File: config.mk
export PLATFORM = sky130hd
export DESIGN_NAME = base58_fixed_width_encoder
export DESIGN_NICKNAME = d
export VERILOG_FILES = /design/src/hdl/b58_pkg.sv /design/src/hdl/b58_front.sv /design/src/hdl/b58_queue.sv /design/src/hdl/b58_back.sv /design/src/hdl/base58_fixed_width_encoder.sv
export SDC_FILE = /design/constraint.sdc
export NUM_CORES = 1
export LEC_CHECK = 0
export ABC_AREA = 1
export BUFFER_PORTS_ARGS = -buffer_cell sky130_fd_sc_hd__buf_2
export CORE_AREA = 2 2 211 234
export CTS_CLUSTER_SIZE = 8
export DETAILED_ROUTE_END_ITERATION = 10
export DIE_AREA = 0 0 213 236
export PLACE_DENSITY = 0.67
export SLEW_MARGIN = 40
export SYNTH_ARGS = -nofsm -noshare
export SYNTH_HDL_FRONTEND = slang
export SYNTH_HIERARCHICAL = 1
export SYNTH_SLANG_ARGS = --single-unit
File: constraint.sdc
create_clock -name clk -period 10 [get_ports clk]
set_clock_uncertainty 0.1 [all_clocks]
set_input_delay 0.5 -clock clk [delete_from_list [all_inputs] [get_ports clk]]
set_output_delay 0.5 -clock clk [all_outputs]
set_load 0.1 [all_outputs]
File: src/hdl/b58_pkg.sv
// Shared types, constants and the alphabet function of the base-58 encoder.
// No dependencies; the front end, queue and back end all use this package.
`default_nettype none

package b58_pkg;

	localparam int NUM_BYTES = 25;
	localparam int NUM_CHARS = 34;

	localparam int BIDX_W = (NUM_BYTES > 1) ? $clog2(NUM_BYTES) : 1;
	localparam int CIDX_W = (NUM_CHARS > 1) ? $clog2(NUM_CHARS) : 1;

	// Long division step: accumulator is remainder (below 58) times 256 plus a byte.
	localparam int ACC_W       = 14;
	localparam int RECIP_W     = 11;
	localparam int PROD_W      = ACC_W + RECIP_W;
	localparam int RECIP_SHIFT = 16;
	localparam logic [RECIP_W-1:0] RECIP_58 = 11'd1129;
	localparam logic [ACC_W-1:0]   RADIX    = 14'd58;

	localparam int QDEPTH = 2;
	localparam int QPTR_W = 1;
	localparam int QCNT_W = 2;

	typedef struct packed {
		logic [7:0] data;
		logic       last;
	} q_entry_t;

	function automatic logic [6:0] b58_char(input logic [5:0] dig);
		logic [7:0] c;
		c = 8'h31;
		case (dig) inside
			[6'd0:6'd8]:   c = 8'h31 + {2'b00, dig};
			[6'd9:6'd16]:  c = 8'h41 + {2'b00, dig} - 8'd9;
			[6'd17:6'd21]: c = 8'h4A + {2'b00, dig} - 8'd17;
			[6'd22:6'd32]: c = 8'h50 + {2'b00, dig} - 8'd22;
			[6'd33:6'd43]: c = 8'h61 + {2'b00, dig} - 8'd33;
			[6'd44:6'd57]: c = 8'h6D + {2'b00, dig} - 8'd44;
			default:       c = 8'h31;
		endcase
		return c[6:0];
	endfunction

endpackage

`default_nettype wire

File: src/hdl/b58_front.sv
// Front end: accepts input bytes and tags the last byte of each number.
// Depends on b58_pkg for the byte count and the queue entry type.
`default_nettype none

module b58_front (
	input  wire logic              clk,
	input  wire logic              arst_n,
	input  wire logic              in_valid,
	output logic                   in_ready,
	input  wire logic [7:0]        in_byte,
	output logic                   push_valid,
	input  wire logic              push_ready,
	output b58_pkg::q_entry_t      push_entry
);

	localparam logic [b58_pkg::BIDX_W-1:0] LAST_BYTE = b58_pkg::BIDX_W'(b58_pkg::NUM_BYTES - 1);

	logic [b58_pkg::BIDX_W-1:0] count_q;

	assign in_ready        = push_ready;
	assign push_valid      = in_valid;
	assign push_entry.data = in_byte;
	assign push_entry.last = (count_q == LAST_BYTE);

	always_ff @(posedge clk or negedge arst_n) begin
		if (!arst_n) begin
			count_q <= '0;
		end else if (in_valid && push_ready) begin
			if (count_q == LAST_BYTE) begin
				count_q <= '0;
			end else begin
				count_q <= count_q + 1'b1;
			end
		end
	end

endmodule

`default_nettype wire

File: src/hdl/b58_queue.sv
// Two-entry queue that decouples the front end from the back end.
// Depends on b58_pkg for the entry type and depth constants.
`default_nettype none

module b58_queue (
	input  wire logic              clk,
	input  wire logic              arst_n,
	input  wire logic              push_valid,
	output logic                   push_ready,
	input  wire b58_pkg::q_entry_t push_entry,
	output logic                   pop_valid,
	input  wire logic              pop_ready,
	output b58_pkg::q_entry_t      pop_entry
);

	b58_pkg::q_entry_t           slot_q [b58_pkg::QDEPTH];
	logic [b58_pkg::QPTR_W-1:0]  wr_ptr_q;
	logic [b58_pkg::QPTR_W-1:0]  rd_ptr_q;
	logic [b58_pkg::QCNT_W-1:0]  count_q;
	logic                        push;
	logic                        pop;

	assign push_ready = (count_q != b58_pkg::QCNT_W'(b58_pkg::QDEPTH));
	assign pop_valid  = (count_q != '0);
	assign pop_entry  = slot_q[rd_ptr_q];
	assign push       = push_valid && push_ready;
	assign pop        = pop_valid && pop_ready;

	always_ff @(posedge clk) begin
		if (push) begin
			slot_q[wr_ptr_q] <= push_entry;
		end
	end

	always_ff @(posedge clk or negedge arst_n) begin
		if (!arst_n) begin
			wr_ptr_q <= '0;
			rd_ptr_q <= '0;
			count_q  <= '0;
		end else begin
			if (push) begin
				wr_ptr_q <= wr_ptr_q + 1'b1;
			end
			if (pop) begin
				rd_ptr_q <= rd_ptr_q + 1'b1;
			end
			if (push && !pop) begin
				count_q <= count_q + 1'b1;
			end else if (pop && !push) begin
				count_q <= count_q - 1'b1;
			end
		end
	end

endmodule

`default_nettype wire

File: src/hdl/b58_back.sv
// Back end: loads the number, runs long division by 58 one byte per cycle,
// then reads the digit memory most significant first. Depends on b58_pkg.
`default_nettype none

module b58_back (
	input  wire logic              clk,
	input  wire logic              arst_n,
	input  wire logic              pop_valid,
	output logic                   pop_ready,
	input  wire b58_pkg::q_entry_t pop_entry,
	output logic                   out_valid,
	input  wire logic              out_ready,
	output logic [6:0]             out_char,
	output logic                   out_last
);

	typedef enum logic [1:0] {
		ST_LOAD,
		ST_DIV,
		ST_EMIT
	} state_t;

	localparam logic [b58_pkg::BIDX_W-1:0] LAST_BYTE = b58_pkg::BIDX_W'(b58_pkg::NUM_BYTES - 1);
	localparam logic [b58_pkg::CIDX_W-1:0] LAST_CHAR = b58_pkg::CIDX_W'(b58_pkg::NUM_CHARS - 1);

	state_t                      state_q;
	logic [b58_pkg::BIDX_W-1:0]  byte_idx_q;
	logic [b58_pkg::CIDX_W-1:0]  char_idx_q;
	logic [5:0]                  rem_q;
	logic                        out_valid_q;

	logic [7:0]                  num_q [b58_pkg::NUM_BYTES];
	logic [5:0]                  digit_mem [b58_pkg::NUM_CHARS];
	logic [5:0]                  rd_digit_q;
	logic                        out_last_q;

	logic [b58_pkg::ACC_W-1:0]   acc;
	logic [b58_pkg::PROD_W-1:0]  prod;
	logic [7:0]                  q_est;
	logic [b58_pkg::ACC_W-1:0]   q58_est;
	logic [b58_pkg::ACC_W-1:0]   r_est;
	logic [7:0]                  q_fix;
	logic [5:0]                  r_fix;
	logic                        load;
	logic                        rd_en;
	logic [b58_pkg::CIDX_W-1:0]  rd_addr;

	// One division step: reciprocal estimate, which is exact or one short.
	assign acc     = {rem_q, num_q[byte_idx_q]};
	assign prod    = b58_pkg::PROD_W'(acc) * b58_pkg::PROD_W'(b58_pkg::RECIP_58);
	assign q_est   = prod[b58_pkg::RECIP_SHIFT +: 8];
	assign q58_est = b58_pkg::ACC_W'({q_est, 5'b0}) + b58_pkg::ACC_W'({q_est, 4'b0})
	               + b58_pkg::ACC_W'({q_est, 3'b0}) + b58_pkg::ACC_W'({q_est, 1'b0});
	assign r_est   = acc - q58_est;

	always_comb begin
		if (r_est >= b58_pkg::RADIX) begin
			q_fix = q_est + 8'd1;
			r_fix = 6'(r_est - b58_pkg::RADIX);
		end else begin
			q_fix = q_est;
			r_fix = r_est[5:0];
		end
	end

	assign pop_ready = (state_q == ST_LOAD);
	assign load      = pop_valid && pop_ready;
	assign rd_en     = (state_q == ST_EMIT) && (!out_valid_q || out_ready);
	assign rd_addr   = LAST_CHAR - char_idx_q;

	assign out_valid = out_valid_q;
	assign out_char  = b58_pkg::b58_char(rd_digit_q);
	assign out_last  = out_last_q;

	always_ff @(posedge clk) begin
		if (load) begin
			num_q[byte_idx_q] <= pop_entry.data;
		end else if (state_q == ST_DIV) begin
			num_q[byte_idx_q] <= q_fix;
		end
	end

	always_ff @(posedge clk) begin
		if ((state_q == ST_DIV) && (byte_idx_q == LAST_BYTE)) begin
			digit_mem[char_idx_q] <= r_fix;
		end
		if (rd_en) begin
			rd_digit_q <= digit_mem[rd_addr];
			out_last_q <= (char_idx_q == LAST_CHAR);
		end
	end

	always_ff @(posedge clk or negedge arst_n) begin
		if (!arst_n) begin
			state_q     <= ST_LOAD;
			byte_idx_q  <= '0;
			char_idx_q  <= '0;
			rem_q       <= '0;
			out_valid_q <= 1'b0;
		end else begin
			case (state_q)
				ST_LOAD: begin
					if (out_valid_q && out_ready) begin
						out_valid_q <= 1'b0;
					end
					if (load) begin
						if (pop_entry.last) begin
							state_q    <= ST_DIV;
							byte_idx_q <= '0;
							char_idx_q <= '0;
							rem_q      <= '0;
						end else begin
							byte_idx_q <= byte_idx_q + 1'b1;
						end
					end
				end
				ST_DIV: begin
					if (out_valid_q && out_ready) begin
						out_valid_q <= 1'b0;
					end
					if (byte_idx_q == LAST_BYTE) begin
						byte_idx_q <= '0;
						rem_q      <= '0;
						if (char_idx_q == LAST_CHAR) begin
							state_q    <= ST_EMIT;
							char_idx_q <= '0;
						end else begin
							char_idx_q <= char_idx_q + 1'b1;
						end
					end else begin
						byte_idx_q <= byte_idx_q + 1'b1;
						rem_q      <= r_fix;
					end
				end
				ST_EMIT: begin
					if (rd_en) begin
						out_valid_q <= 1'b1;
						if (char_idx_q == LAST_CHAR) begin
							state_q    <= ST_LOAD;
							byte_idx_q <= '0;
						end else begin
							char_idx_q <= char_idx_q + 1'b1;
						end
					end
				end
				default: begin
					state_q <= ST_LOAD;
				end
			endcase
		end
	end

`ifndef SYNTHESIS
	a_rem_below_radix: assert property (@(posedge clk) disable iff (!arst_n)
		(state_q == ST_DIV) |-> (rem_q < 6'd58))
		else $error("division remainder out of range");

	a_div_step_exact: assert property (@(posedge clk) disable iff (!arst_n)
		(state_q == ST_DIV) |->
		((b58_pkg::ACC_W'(q_fix) * b58_pkg::RADIX + b58_pkg::ACC_W'(r_fix)) == acc)
		&& (r_fix < 6'd58))
		else $error("quotient estimate correction failed");

	a_last_char_ends: assert property (@(posedge clk) disable iff (!arst_n)
		(rd_en && (char_idx_q == LAST_CHAR)) |=>
		((state_q == ST_LOAD) && out_valid_q && out_last_q))
		else $error("final character not marked or emit not finished");

	a_no_load_while_busy: assert property (@(posedge clk) disable iff (!arst_n)
		((state_q == ST_DIV) || (state_q == ST_EMIT)) |=> $stable(byte_idx_q)
		|| (state_q == ST_DIV) || ($past(state_q) == ST_DIV) || (byte_idx_q == '0))
		else $error("byte index moved outside loading and division");
`endif

endmodule

`default_nettype wire

File: src/hdl/base58_fixed_width_encoder.sv
// Fixed-width base-58 encoder: one number of NUM_BYTES bytes in, NUM_CHARS characters out.
// The wait from acceptance of the last byte to the first character being offered is set by the
// single divide-by-58 step that handles one byte per cycle.
// A new number is loaded only after all characters of the last one have been offered; characters
// then leave at one per cycle while out_ready is high.
// Reset clears all control state; the byte and digit stores stay undefined, no clearing pass.
`default_nettype none

module base58_fixed_width_encoder (
	input  wire logic       clk,
	input  wire logic       arst_n,
	input  wire logic       in_valid,
	output logic            in_ready,
	input  wire logic [7:0] in_byte,
	output logic            out_valid,
	input  wire logic       out_ready,
	output logic [6:0]      out_char,
	output logic            out_last
);

	// The front end counts the incoming items and tags the final byte of each number,
	// so the back end starts dividing on that tag rather than on its own byte count.
	logic              push_valid;
	logic              push_ready;
	b58_pkg::q_entry_t push_entry;

	// The two-entry queue lets the first bytes of the next number wait while the back end
	// is still busy with the division or waiting on a stalled output.
	logic              pop_valid;
	logic              pop_ready;
	b58_pkg::q_entry_t pop_entry;

	b58_front u_front (
		.clk        (clk),
		.arst_n     (arst_n),
		.in_valid   (in_valid),
		.in_ready   (in_ready),
		.in_byte    (in_byte),
		.push_valid (push_valid),
		.push_ready (push_ready),
		.push_entry (push_entry)
	);

	b58_queue u_queue (
		.clk        (clk),
		.arst_n     (arst_n),
		.push_valid (push_valid),
		.push_ready (push_ready),
		.push_entry (push_entry),
		.pop_valid  (pop_valid),
		.pop_ready  (pop_ready),
		.pop_entry  (pop_entry)
	);

	// The back end stores the number, divides it by 58 once per digit, least significant
	// digit first, and then reads the digits back most significant first. Zero high digits
	// simply come out as the padding character; overflowing high digits are dropped.
	b58_back u_back (
		.clk       (clk),
		.arst_n    (arst_n),
		.pop_valid (pop_valid),
		.pop_ready (pop_ready),
		.pop_entry (pop_entry),
		.out_valid (out_valid),
		.out_ready (out_ready),
		.out_char  (out_char),
		.out_last  (out_last)
	);

endmodule

`default_nettype wire
==> flow_summary.yaml <==
floorplan:
  ios: 22
  die_area_um2: 50300
  start_util_pct: 49.3
  die_x_um: 213
  core_area_um2: 48200
  die_h_um: 236
  rows: 85
placement:
  gp_congestion: 0.911
  dp_hpwl_mm: 38.5
  port_buffers: 21
detailed_routing:
  drt-total-wl_mm: 60.6
  viasPerCell: 5.70
  ant_nets: 0
  dr_wl_met3_mm: 3.69
  first_pass_iters: 6
  num_vias: 17300
  met1Wirelength_mm: 24.6
  drt_iter0_markers: 1617
  wl_per_cell_um: 19.9
  top_layer_used: "met4"
  met2WireLength_mm: 30.4
  drc: 0
synthesis:
  synth_edf_count: 429
  yosys.area.top_type: "edfxtp_1"
  synthesis.instances: 2243
  synth_fp_nets: 2436
  yosys_warnings: 6
  async_flop_share_pct: 6.33
  synth.cell_area_um2: 23700
  synth_ff_type: "edfxtp_1"
  ys_ff_latch: 458
  yosysUniqueCellTypes: 60
  netlist_top_cells_area: "edfxtp_1, ha_1, nand2_1"
  synth_top_cell_area_share_pct: 54.2
  syn_avg_cell_area_um2: 10.6
  yosysSeqAreaShare_pct: 57.3
clock_tree:
  clockBufferDepth: 3
  clkLatencyLatePin_ps: 580
  cts-root-buf: "clkbuf_16"
  clkTransAtPathRegs_ps: 50
  htreeDepth: 3
  clock_sinks: 458
  numCtsBuffers: 67
  cts_tree: "built"
finish:
  final_common_cell: "edfxtp_1"
  fillerInstances: 3969
  final_util_pct: 57.8
  drive_gt1_share_pct: 15.4
  diodes: 0
  mostFrequentLayoutCells: "edfxtp_1, nand2_1, nor2_1"
  nets: 2555
  area_delta_synth_final_pct: 17.3
job:
  cap_violations: 0
pwr:
  p_per_area_nw_per_um2: 154
  vdd_drop_max_mv: 0.137
  p_leak_uw: 0.0110
timing:
  hold_viol: 0
  relSlewSlack_pct: 44.1
  slew_viol_final: 0
  setup_viol: 0
  tightest_slew_ps: 835
  whs_ps: 24.9
  max_freq_mhz: 104
  min_period_over_period_pct: 96.4
  period_needed_ps: 9640
global_routing:
  track_usage_pct: 23.7
  grt_pass1_vias: 16800
  overflow: 0
  antenna_found_initial: 0
  grt_max_degree: 61
  grt_pass1_wl_mm: 92.1
setup_path:
  cp.required_ps: 10180
  path_class: "reg -> reg"
  cp.arrival_ps: 9820
  worst_path_largest_cell_delay_ps: 570
  critPathMaxFanout: 13
  end_kind: "flop"
  start_kind: "flop"
  cpMostUsedCell: "buf_4"
  critPathSlowestCell: "fa_1"
  reg2reg_depth: 48
status:
  outcome: "finished, final reports clean"
worst_hold_path:
  holdCritPathClass: "in -> reg"
  hold_path_depth: 1
cells in the mapped netlist (all sizes together) (2+ instances only):
cell type / number
edfxtp: 429
nand2: 333
nor2: 305
inv: 256
o21ai: 224
ha: 139
nand3: 109
clkbuf: 66
a21oi: 63
o22ai: 48
fa: 42
o221ai: 36
dfrtp: 29
buf: 25
nor3: 17
xor2: 17
o211ai: 15
nand4: 11
a22o: 8
a31o: 7
a21o: 6
a221oi: 6
a31oi: 6
xnor2: 6
clkinv: 5
nor4: 5
a211oi: 3
o2111ai: 3
o21bai: 3
or2: 3
a2111oi: 2
a21boi: 2
a22oi: 2
and2: 2
nor3b: 2
o21a: 2
state kept, by name, summed over array words and instances, names as in the netlist, 5 cells and up:
signal and cells:
u_back/digit_mem 204, u_back/num_q 200, u_queue/slot_q 18, u_front/count_q 5
u_back/char_idx_q 6, u_back/rem_q 6, u_back/byte_idx_q 5, u_back/rd_digit_q 6
through the flow:
stage | worst slack, ps | area [um2] | cells | setup TNS (ps) | power, uW
after detailed placement | -289 | 25100 | 2915 | -61490 | 2310
after global placement | -70.5 | 25100 | 2915 | -3770 | 2300
after global routing | -177 | 27900 | 3040 | -30150 | 4410
final | 360 | 27900 | 3040 | 0 | 4290
after CTS | 4.31 | 27100 | 3020 | 0 | 4320
after floorplan | 31.0 | 23800 | 2243 | 0 | 2280
critical path: cells and delay by family (launching register included):
family	cells	cell delay, ps
and+or+nand+nor	10	1250
DFF	1	470
buffers and inverters	11	1360
adders and majority gates	9	3650
AOI/OAI and AO/OA	17	2350
xor gates and xnor gates	1	150
power breakdown:
part | switching (uW) | internal [uW] | leakage, uW
Combinational | 106 | 36.9 | 0.00584
Sequential | 22.9 | 2110 | 0.00420
Clock | 772 | 1240 | 0.000908
Total | 901 | 3390 | 0.0110
final timing paths:
| path | from | end | slack (ps) |
|---|---|---|---|
| worst max-delay path | u_back/byte_idx_q[0] | u_back/num_q[12][6] | 360 |
| min in group asynchronous | arst_n | u_front/count_q[1] | 440 |
| worst min register to register | u_queue/count_q[0] | u_queue/count_q[0] | 440 |
| worst min-delay path | in_byte[5] | u_queue/slot_q[1][6] | 20 |
| worst max register to register | u_back/byte_idx_q[0] | u_back/num_q[12][6] | 360 |
| max in group asynchronous | arst_n | u_back/char_idx_q[0] | 8840 |
kinds of logic (layout without fill, tap and decap cells):
family	after synthesis	count (layout)	share of synthesized area (%)
buffers and inverters	352	488	6.05
DFF	458	458	57.3
adders and majority gates	181	181	10.9
xor gates and xnor gates	23	23	0.880
and+or+nand+nor	789	795	13.9
AOI/OAI and AO/OA	440	443	11.0
routing by layer:
layer	up-vias	GRT usage (%)
li1	8059	-
met1	8463	31.3
met2	689	39.6
met3	118	3.33
met4	0	8.90
met5	-	0
final cells by class:
| type | count | area, um2 | share of cell area (%) |
|---|---|---|---|
| inverter | 261 | 997 | 3.58 |
| timing repair buffer | 131 | 1100 | 3.96 |
| multi-input combinational | 1442 | 9450 | 33.9 |
| timing repair inverter | 1 | 8.76 | 0.0314 |
| clock buffer | 88 | 1800 | 6.46 |
| sequential | 458 | 13600 | 48.9 |
| clock inverter | 7 | 68.8 | 0.247 |
| tap | 652 | 816 | 2.93 |
what timing repair did:
| item | in CTS | in global routing |
|---|---|---|
| gates resized for setup | 17 | 111 |
| cloned | 6 | 5 |
| setup endpoints to repair | 304 | 375 |
| endpoints found under the hold margin | 29 | 0 |
| hold buffers | 1 | 0 |
| pin swaps | 9 | 35 |
| setup buffers | 3 | 17 |
(Power assumes the default switching activity.)
